### config.mk
export PLATFORM = sky130hd
export DESIGN_NAME = rule_transition_time
export DESIGN_NICKNAME = d
export VERILOG_FILES = /design/src/rtl/rtt_pkg.sv /design/src/rtl/rtt_days.sv /design/src/rtl/rtt_adjust.sv /design/src/rtl/rule_transition_time.sv
export SDC_FILE = /design/constraint.sdc
export NUM_CORES = 2
export LEC_CHECK = 0
export BUFFER_PORTS_ARGS = -buffer_cell sky130_fd_sc_hd__buf_2
export CAP_MARGIN = 20
export CORE_MARGIN = 2
export CORE_UTILIZATION = 60
export CTS_CLUSTER_DIAMETER = 50
export DETAILED_ROUTE_END_ITERATION = 12
export PLACE_DENSITY = 0.77
export SKIP_CTS_REPAIR_TIMING = 1
export SYNTH_ARGS = -nofsm -noshare
export SYNTH_HDL_FRONTEND = slang
export SYNTH_SLANG_ARGS = --single-unit
export TNS_END_PERCENT = 5
### constraint.sdc
create_clock -name clk_i -period 9.4 [get_ports clk_i]
set_input_delay 1.41 -clock clk_i [delete_from_list [all_inputs] [get_ports clk_i]]
set_output_delay 1.41 -clock clk_i [all_outputs]
set_load 0.01 [all_outputs]
### src/rtl/rtt_pkg.sv
// types and constants for the rule transition time pipeline
// used by rtt_days, rtt_adjust and the top level; depends on nothing
`timescale 1ns / 1ps

package rtt_pkg;

  localparam int YEAR_W  = 14;
  localparam int MONTH_W = 4;
  localparam int DOM_W   = 5;
  localparam int WDAY_W  = 3;
  localparam int TOD_W   = 17;
  localparam int OUT_W   = 32;

  // signed working width of all second sums, wide enough for any input
  localparam int SW      = 42;
  // signed day count width
  localparam int DAYS_W  = 25;
  // non-negative day count used for the weekday
  localparam int X_W     = 23;
  // days before a month
  localparam int MD_W    = 9;

  localparam int unsigned YEAR_DAYS     = 365;
  // 365 * 1970 plus the leap bias and leap days before the epoch
  localparam int unsigned YEAR_OFFSET   = 719624;
  // weekday bias: epoch weekday, minus one for the day of month, plus a multiple of 7
  localparam int unsigned WD_OFFSET     = 721003;
  localparam int unsigned LEAP_BIAS_N   = 399;

  // reciprocal of 25, exact for the ranges used here
  localparam int unsigned M25      = 5243;
  localparam int          M25_SH   = 17;
  // reciprocal of 7 for values below 2^23
  localparam int unsigned M7       = 9586981;
  localparam int          M7_SH    = 26;

  localparam logic signed [SW-1:0] SECS_SW = SW'(86400);

  localparam logic [MD_W-1:0] MONTH_START [12] = '{
    9'd0, 9'd31, 9'd59, 9'd90, 9'd120, 9'd151,
    9'd181, 9'd212, 9'd243, 9'd273, 9'd304, 9'd334
  };

  localparam logic [MONTH_W-1:0] LAST_MONTH = 4'd11;
  localparam logic [WDAY_W-1:0]  NO_WEEKDAY = 3'd7;

  typedef enum logic [1:0] {
    DC_FIXED     = 2'd0,
    DC_ON_AFTER  = 2'd1,
    DC_ON_BEFORE = 2'd2,
    DC_FIXED_ALT = 2'd3
  } day_code_e;

  // request after the day count stages
  typedef struct packed {
    logic signed [SW-1:0] s1;
    logic signed [SW-1:0] md_s;
    logic signed [SW-1:0] dm_s;
    logic [X_W-1:0]       x;
    day_code_e            code;
    logic [WDAY_W-1:0]    target;
    logic [TOD_W-1:0]     tod;
  } days_t;

endpackage

### src/rtl/rtt_days.sv
// day count stages: year, month and day of month to seconds and weekday operand
// depends on rtt_pkg
`timescale 1ns / 1ps

module rtt_days (
  input  logic                          clk_i,
  input  logic                          rst_ni,
  input  logic                          valid_i,
  output logic                          stall_o,
  input  logic [rtt_pkg::YEAR_W-1:0]    year_i,
  input  logic [rtt_pkg::MONTH_W-1:0]   month_i,
  input  logic [1:0]                    day_code_i,
  input  logic [rtt_pkg::DOM_W-1:0]     day_of_month_i,
  input  logic [rtt_pkg::WDAY_W-1:0]    weekday_i,
  input  logic [rtt_pkg::TOD_W-1:0]     time_of_day_i,
  output logic                          valid_o,
  input  logic                          stall_i,
  output rtt_pkg::days_t                days_o
);

  localparam int DW = rtt_pkg::DAYS_W;

  logic v1_q, v2_q, v3_q;
  logic en1, en2, en3;

  assign en3     = !v3_q || !stall_i;
  assign en2     = !v2_q || en3;
  assign en1     = !v1_q || en2;
  assign stall_o = !en1;
  assign valid_o = v3_q;

  always_ff @(posedge clk_i or negedge rst_ni) begin
    if (!rst_ni) begin
      v1_q <= 1'b0;
      v2_q <= 1'b0;
      v3_q <= 1'b0;
    end else begin
      if (en1) v1_q <= valid_i;
      if (en2) v2_q <= v1_q;
      if (en3) v3_q <= v2_q;
    end
  end

  // stage 1: quotients by 25, 100 and 400
  logic [14:0] n_sum;
  logic [25:0] p100;
  logic [23:0] p400;
  logic [26:0] p25;
  logic [3:0]  m_d;

  logic [rtt_pkg::YEAR_W-1:0]  y1_q;
  logic [rtt_pkg::MONTH_W-1:0] m1_q;
  logic [1:0]                  code1_q;
  logic [rtt_pkg::DOM_W-1:0]   dom1_q;
  logic [rtt_pkg::WDAY_W-1:0]  tgt1_q;
  logic [rtt_pkg::TOD_W-1:0]   tod1_q;
  logic [12:0]                 n4_q;
  logic [7:0]                  q100_q;
  logic [5:0]                  q400_q;
  logic [9:0]                  q25_q;

  always_comb begin
    n_sum = 15'(year_i) + 15'(rtt_pkg::LEAP_BIAS_N);
    p100  = 26'(n_sum[14:2]) * 26'(rtt_pkg::M25);
    p400  = 24'(n_sum[14:4]) * 24'(rtt_pkg::M25);
    p25   = 27'(year_i) * 27'(rtt_pkg::M25);
    m_d   = (month_i > rtt_pkg::LAST_MONTH) ? rtt_pkg::LAST_MONTH : month_i;
  end

  always_ff @(posedge clk_i) begin
    if (en1) begin
      y1_q    <= year_i;
      m1_q    <= m_d;
      code1_q <= day_code_i;
      dom1_q  <= day_of_month_i;
      tgt1_q  <= weekday_i;
      tod1_q  <= time_of_day_i;
      n4_q    <= n_sum[14:2];
      q100_q  <= p100[24:rtt_pkg::M25_SH];
      q400_q  <= p400[22:rtt_pkg::M25_SH];
      q25_q   <= p25[26:rtt_pkg::M25_SH];
    end
  end

  // stage 2: days from the epoch to 1 January, days before the month
  logic [DW-1:0]                  days_y_d;
  logic [rtt_pkg::YEAR_W-1:0]     r25;
  logic                           leap;
  logic [rtt_pkg::MD_W-1:0]       md_d;

  logic signed [DW-1:0]           days_y2_q;
  logic [rtt_pkg::MD_W-1:0]       md2_q;
  logic [1:0]                     code2_q;
  logic [rtt_pkg::DOM_W-1:0]      dom2_q;
  logic [rtt_pkg::WDAY_W-1:0]     tgt2_q;
  logic [rtt_pkg::TOD_W-1:0]      tod2_q;

  always_comb begin
    days_y_d = DW'(y1_q) * DW'(rtt_pkg::YEAR_DAYS) + DW'(n4_q) - DW'(q100_q)
             + DW'(q400_q) - DW'(rtt_pkg::YEAR_OFFSET);
    r25  = y1_q - 14'(q25_q) * 14'(25);
    // divisible by 4, and not by 100 unless by 400
    leap = (y1_q[1:0] == 2'd0) && ((r25 != '0) || (y1_q[3:0] == 4'd0));
    md_d = rtt_pkg::MONTH_START[m1_q] + rtt_pkg::MD_W'((m1_q > 4'd1) && leap);
  end

  always_ff @(posedge clk_i) begin
    if (en2) begin
      days_y2_q <= $signed(days_y_d);
      md2_q     <= md_d;
      code2_q   <= code1_q;
      dom2_q    <= dom1_q;
      tgt2_q    <= tgt1_q;
      tod2_q    <= tod1_q;
    end
  end

  // stage 3: scale to seconds, form the weekday operand
  rtt_pkg::days_t days_d;
  logic [DW-1:0]  x_sum;

  always_comb begin
    x_sum         = DW'(days_y2_q) + DW'(md2_q) + DW'(dom2_q) + DW'(rtt_pkg::WD_OFFSET);
    days_d.s1     = rtt_pkg::SW'(days_y2_q) * rtt_pkg::SECS_SW;
    days_d.md_s   = $signed(rtt_pkg::SW'(md2_q)) * rtt_pkg::SECS_SW;
    days_d.dm_s   = $signed(rtt_pkg::SW'(dom2_q)) * rtt_pkg::SECS_SW - rtt_pkg::SECS_SW;
    days_d.x      = x_sum[rtt_pkg::X_W-1:0];
    days_d.code   = rtt_pkg::day_code_e'(code2_q);
    days_d.target = tgt2_q;
    days_d.tod    = tod2_q;
  end

  always_ff @(posedge clk_i) begin
    if (en3) begin
      days_o <= days_d;
    end
  end

endmodule

### src/rtl/rtt_adjust.sv
// weekday shift, time of day and overflow stages of the transition pipeline
// depends on rtt_pkg
`timescale 1ns / 1ps

module rtt_adjust #(
  parameter int TIME_BITS = 32
) (
  input  logic                              clk_i,
  input  logic                              rst_ni,
  input  logic                              valid_i,
  output logic                              stall_o,
  input  rtt_pkg::days_t                    days_i,
  output logic                              valid_o,
  input  logic                              stall_i,
  output logic signed [rtt_pkg::OUT_W-1:0]  transition_seconds_o,
  output logic                              overflow_o
);

  localparam int SW       = rtt_pkg::SW;
  localparam int XW       = rtt_pkg::X_W;
  localparam int OvfShift = TIME_BITS - 1;

  // true when v does not fit in a signed TIME_BITS word
  function automatic logic out_of_range(input logic signed [SW-1:0] v);
    logic signed [SW-1:0] h;
    h = v >>> OvfShift;
    return (h != '0) && (h != '1);
  endfunction

  logic v1_q, v2_q, v3_q;
  logic en1, en2, en3;

  assign en3     = !v3_q || !stall_i;
  assign en2     = !v2_q || en3;
  assign en1     = !v1_q || en2;
  assign stall_o = !en1;
  assign valid_o = v3_q;

  always_ff @(posedge clk_i or negedge rst_ni) begin
    if (!rst_ni) begin
      v1_q <= 1'b0;
      v2_q <= 1'b0;
      v3_q <= 1'b0;
    end else begin
      if (en1) v1_q <= valid_i;
      if (en2) v2_q <= v1_q;
      if (en3) v3_q <= v2_q;
    end
  end

  // stage 1: month and day sums, quotient by 7
  logic [46:0]                  p7;
  logic signed [SW-1:0]         s2_d, s3_d;

  logic signed [SW-1:0]         s2_q, s3_q;
  logic                         ov1_q;
  logic [20:0]                  q7_q;
  logic [XW-1:0]                x1_q;
  rtt_pkg::day_code_e           code1_q;
  logic [rtt_pkg::WDAY_W-1:0]   tgt1_q;
  logic [rtt_pkg::TOD_W-1:0]    tod1_q;

  always_comb begin
    p7   = 47'(days_i.x) * 47'(rtt_pkg::M7);
    s2_d = days_i.s1 + days_i.md_s;
    s3_d = s2_d + days_i.dm_s;
  end

  always_ff @(posedge clk_i) begin
    if (en1) begin
      s2_q    <= s2_d;
      s3_q    <= s3_d;
      ov1_q   <= out_of_range(days_i.s1);
      q7_q    <= p7[46:rtt_pkg::M7_SH];
      x1_q    <= days_i.x;
      code1_q <= days_i.code;
      tgt1_q  <= days_i.target;
      tod1_q  <= days_i.tod;
    end
  end

  // stage 2: weekday of the anchor day and the shift in seconds
  logic [XW-1:0]                r7;
  logic [rtt_pkg::WDAY_W-1:0]   wd;
  logic signed [3:0]            da, db, shift_days;
  logic signed [SW-1:0]         shift_s_d;

  logic signed [SW-1:0]         s3b_q, shift_s_q;
  logic                         ov2_q;
  logic [rtt_pkg::TOD_W-1:0]    tod2_q;

  always_comb begin
    r7 = x1_q - XW'(q7_q) * XW'(7);
    wd = r7[rtt_pkg::WDAY_W-1:0];
    da = $signed({1'b0, tgt1_q}) - $signed({1'b0, wd});
    db = $signed({1'b0, wd}) - $signed({1'b0, tgt1_q});
    shift_days = 4'sd0;
    if (tgt1_q != rtt_pkg::NO_WEEKDAY) begin
      case (code1_q)
        rtt_pkg::DC_ON_AFTER:  shift_days = (da < 0) ? da + 4'sd7 : da;
        rtt_pkg::DC_ON_BEFORE: shift_days = (db < 0) ? -(db + 4'sd7) : -db;
        default:               shift_days = 4'sd0;
      endcase
    end
    shift_s_d = SW'(shift_days) * rtt_pkg::SECS_SW;
  end

  always_ff @(posedge clk_i) begin
    if (en2) begin
      s3b_q     <= s3_q;
      shift_s_q <= shift_s_d;
      ov2_q     <= ov1_q || out_of_range(s2_q) || out_of_range(s3_q);
      tod2_q    <= tod1_q;
    end
  end

  // stage 3: weekday shift and time of day
  logic signed [SW-1:0] s4, s5;

  always_comb begin
    s4 = s3b_q + shift_s_q;
    s5 = s4 + $signed({{(SW - rtt_pkg::TOD_W){1'b0}}, tod2_q});
  end

  always_ff @(posedge clk_i) begin
    if (en3) begin
      transition_seconds_o <= s5[rtt_pkg::OUT_W-1:0];
      overflow_o           <= ov2_q || out_of_range(s4) || out_of_range(s5);
    end
  end

endmodule

### src/rtl/rule_transition_time.sv
// Rule transition time: turns one yearly rule instance (year, month, day code, day of
// month, weekday, time of day) into the second since 1970-01-01 00:00 at which the
// transition falls, with a flag for any partial sum leaving the signed TIME_BITS range.
// Six register stages; a request is taken every cycle when nothing stalls. Each stage
// moves on whenever it is empty or the stage after it moves, so bubbles close up and a
// request is still taken while a finished result waits at the output. The stages follow
// the chain of constant-reciprocal divisions and the day-to-seconds multiplier.
// depends on rtt_pkg, rtt_days and rtt_adjust
`timescale 1ns / 1ps

module rule_transition_time #(
  parameter int TIME_BITS = 32
) (
  input  logic                              clk_i,
  input  logic                              rst_ni,
  input  logic                              valid_i,
  output logic                              stall_o,
  input  logic [rtt_pkg::YEAR_W-1:0]        year_i,
  input  logic [rtt_pkg::MONTH_W-1:0]       month_i,
  input  logic [1:0]                        day_code_i,
  input  logic [rtt_pkg::DOM_W-1:0]         day_of_month_i,
  input  logic [rtt_pkg::WDAY_W-1:0]        weekday_i,
  input  logic [rtt_pkg::TOD_W-1:0]         time_of_day_i,
  output logic                              valid_o,
  input  logic                              stall_i,
  output logic signed [rtt_pkg::OUT_W-1:0]  transition_seconds_o,
  output logic                              overflow_o
);

  rtt_pkg::days_t days;
  logic           days_valid;
  logic           days_stall;

  rtt_days u_days (
    .clk_i          (clk_i),
    .rst_ni         (rst_ni),
    .valid_i        (valid_i),
    .stall_o        (stall_o),
    .year_i         (year_i),
    .month_i        (month_i),
    .day_code_i     (day_code_i),
    .day_of_month_i (day_of_month_i),
    .weekday_i      (weekday_i),
    .time_of_day_i  (time_of_day_i),
    .valid_o        (days_valid),
    .stall_i        (days_stall),
    .days_o         (days)
  );

  rtt_adjust #(
    .TIME_BITS (TIME_BITS)
  ) u_adjust (
    .clk_i                (clk_i),
    .rst_ni               (rst_ni),
    .valid_i              (days_valid),
    .stall_o              (days_stall),
    .days_i               (days),
    .valid_o              (valid_o),
    .stall_i              (stall_i),
    .transition_seconds_o (transition_seconds_o),
    .overflow_o           (overflow_o)
  );

endmodule

==> results.md <==
* Buffer and inverter count on the worst path at 6
* CP required at 9.77 ns
* Crit path time final at 8.02 ns
* Vias in the first global route at 31600
* Xor/xnor share of the synthesized area at 0.0580
* GRT Util Overall at 0.225
* Gr ovfl total at 0
* CTS tree: done
* Final hold vios at 0
* CTS Buf Count at 59
* Netlist cell types at 85
* Die height at 283 um
* Post-route cell area at 50600 sq um
* Netlist Area Pre-Place at 46800 sq um
* Post-Synthesis Cells at 4335
* Crit. Startpoint: year_i[2]
* Core area at 77300 sq um
* Simple-Gate Fraction of Synth Area at 0.0731
* Crit-path slowest cell: xnor2_1
* Top cells by count, synth: inv_1 (927), ha_1 (888), edfxtp_1 (447)
* Final setup TNS at 0 ns
* Crit share post-route at 0.853
* Drt wl/cell at 15.7 um
* Clock Sinks at 453
* Avg Inst Size Synth at 10.8 sq um
* Yosys warns at 0
* Clock Latency Late Sink at 0.63 ns
* RSZ-0062 raised after global routing: no
* Synth Flop Type: edfxtp_1
* Largest family of logic cells by synthesized area: adder cells
* CP top delay family: adder cells
* Largest net degree at the start of global routing at 77
* Synthesized net count at 5679
* DIE WIDTH at 283 um
* CP max FO at 7
* Synthesized flop and latch total at 453
* Post-synthesis mux area share at 0.00265
* Via density at 5.41
* Register area share after synthesis at 0.290
* Worst endpoint data arrival time at 8.39 ns
* N_diodes at 0
* Relative slew slack at 0.300
* Nature of the critical path startpoint: input pin
* Post-synthesis compound-gate area fraction at 0.0880
* Clock Pin Slew Worst Setup and Hold Paths at 0.06 ns
* Area Overhead vs Synth at 8.11%
* Gpl congestion at 0.893
* DR iter-0 viols at 1271
* Hold_sp: u_days.dom1_q[2]$_DFFE_PN_
* Routed vias at 30100
* Worst Max-Slew Pin Slew at 1.05 ns
* Worst setup path class: input pin to flip-flop
* Post-Synth Adder-Cell Area at 0.412
* Area leader, netlist: edfxtp_1
* Row count at 102
* Status: completed
* # H-tree levels at 2
* Achievable Freq at 0.125 GHz
* First-pass GRT wire length at 149000 um
* Layout cell share with drive strength beyond 1 at 0.0561
* Maximum clock insertion buffer count at 3
* Max cap viols at 0
* Hold Path Class: flip-flop to flip-flop
* Top cell type's share of synthesized area at 0.287
* Post-DRT Antenna Nets at 0
* Post-synth EDFFs at 447
* Final Slew Violations at 0
* Final Skew at 0.0235 ns
* Most common cell in the netlist: inv_1
* Clock Tree Root: clkbuf_16
* Initial core utilization at 0.605
* Initial antenna violation count at 0
* Worst Setup End Kind: flip-flop
* Post-route DRC at 0
* Final setup viols at 0
* Total Wirelength at 87500 um
* I/O Buffers at 83
* CP max stage delay at 0.65 ns
* Async set-reset flop share out of synthesis at 0.0132
* Ports at 84
* Main area contributors after synthesis: edfxtp_1 (29%), ha_1 (24%), fa_1 (17%)
* DP HPWL at 71400 um
* NumNets Final at 5817
* First-pass DRT Iterations at 5
* DP Area at 48600 sq um
* Reg-to-reg critical path startpoint: u_days.y1_q[1]$_DFFE_PN_
* Die ar. at 80200 sq um
[metrics by stage]
step	std cells	setup slack (ns)	util	hold WS (ns)
2_1_floorplan	4335	1.70	-	0.400
3_3_place_gp	5451	0.984	0.628	0.400
3_5_place_dp	5451	0.688	0.628	0.405
4_1_cts	5563	1.38	0.654	0.391
5_1_grt	5564	0.951	0.654	0.399
6_report	5564	1.38	0.654	0.398
[final timing paths]
| path | depth (start not counted) | slack (ns) | endpoint |
|---|---|---|---|
| hold / removal | 0 | 0.40 | u_days.dom2_q[2]$_DFFE_PP_ |
| setup reg to reg | 25 | 1.79 | u_days.days_y2_q[24]$_DFFE_PP_ |
| hold reg to reg | 0 | 0.40 | u_days.dom2_q[2]$_DFFE_PP_ |
| min in group asynchronous | 1 | 0.58 | u_adjust.v2_q$_DFFE_PN0P_ |
| max in group asynchronous | 1 | 8.68 | u_days.valid_o$_DFFE_PN0P_ |
| setup / recovery | 28 | 1.38 | u_days.q100_q[7]$_DFFE_PN_ |
[per-layer routing]
layer | GRT usage | part of all wire | routed length [um] | vias up
li1 | - | - | - | 15000
met5 | 0 | 0 | 0 | -
met2 | 0.435 | 0.53 | 46800 | 439
met1 | 0.263 | 0.41 | 36200 | 14500
met4 | 0.0604 | 0.024 | 2130 | 0
met3 | 0.0233 | 0.028 | 2410 | 133
[layout make-up]
cell class | count | area, sq um
clock buffers | 64 | 1520
clock inverters | 48 | 484
fillers | 5921 | 26700
inverters | 927 | 3480
multi-input cells | 2930 | 29700
flip-flops and latches | 453 | 13600
well taps | 1040 | 1300
repair buffers | 102 | 571
[sequential cells by signal, indices dropped and copies added (netlist names), 5 cells and up]
signal                         flops
u_adjust.s2_q                     11
u_adjust.s3_q                     35
u_adjust.s3b_q                    35
u_adjust.shift_s_q                15
u_adjust.tod1_q                   17
u_adjust.tod2_q                   17
u_adjust.transition_seconds_o     32
u_days.days_o                    128
u_days.days_y2_q                  25
u_days.dom1_q                      5
u_days.dom2_q                      5
u_days.md2_q                       9
u_days.n4_q                       13
u_days.q100_q                      8
u_days.q25_q                      10
u_days.q400_q                      6
u_days.tod1_q                     17
u_days.tod2_q                     17
u_days.y1_q                       14
[cell families (layout without fill, tap and decap cells)]
kind of cell	count (synthesis)	count (layout)
AOI/OAI and AO/OA	625	625
buffers and inverters	952	1141
muxes	12	12
adders and majority gates	1295	1295
and+or+nand+nor	689	689
DFF	453	453
xor gates and xnor gates	309	309
[worst register-to-register path, stage by stage, from the launching register on]
cell and delay [ns]:
edfxtp_1 0.65, ha_1 0.48, fa_1 0.54, fa_1 0.53
fa_1 0.57, fa_1 0.42, ha_1 0.37, and3_1 0.21
a21oi_1 0.14, o21ai_0 0.11, a31oi_1 0.41, nor2_1 0.08
o21ai_0 0.16, nand2b_1 0.08, xor2_1 0.27, ha_1 0.30
ha_1 0.37, nand3_1 0.11, nand2_1 0.05, a41o_1 0.22
o21a_1 0.19, o21ai_0 0.21, nand2_1 0.11, a221oi_1 0.41
o21ai_0 0.19, xor2_1 0.17
[layout by cell type, fill, tap and decap left out, types with 14 or more instances in the layout]
cell	count
edfxtp_1	447
a21oi_1	189
nor2b_1	34
nand3_1	66
or3_1	15
a31oi_1	26
nor3_1	72
xnor2_1	221
buf_2	83
and3_1	33
nand4_1	22
nand2b_1	24
a21o_1	67
inv_1	925
or2_2	14
o211ai_1	17
clkbuf_16	60
ha_1	888
nor3b_1	14
xor2_1	87
a211oi_1	19
buf_4	18
o21bai_1	26
o21a_1	48
fa_1	407
nand2_1	143
o21ai_0	108
nor2_1	190
Power is not shown: default switching activity piles up to over one toggle a cycle in this logic, so the estimate is an artifact.
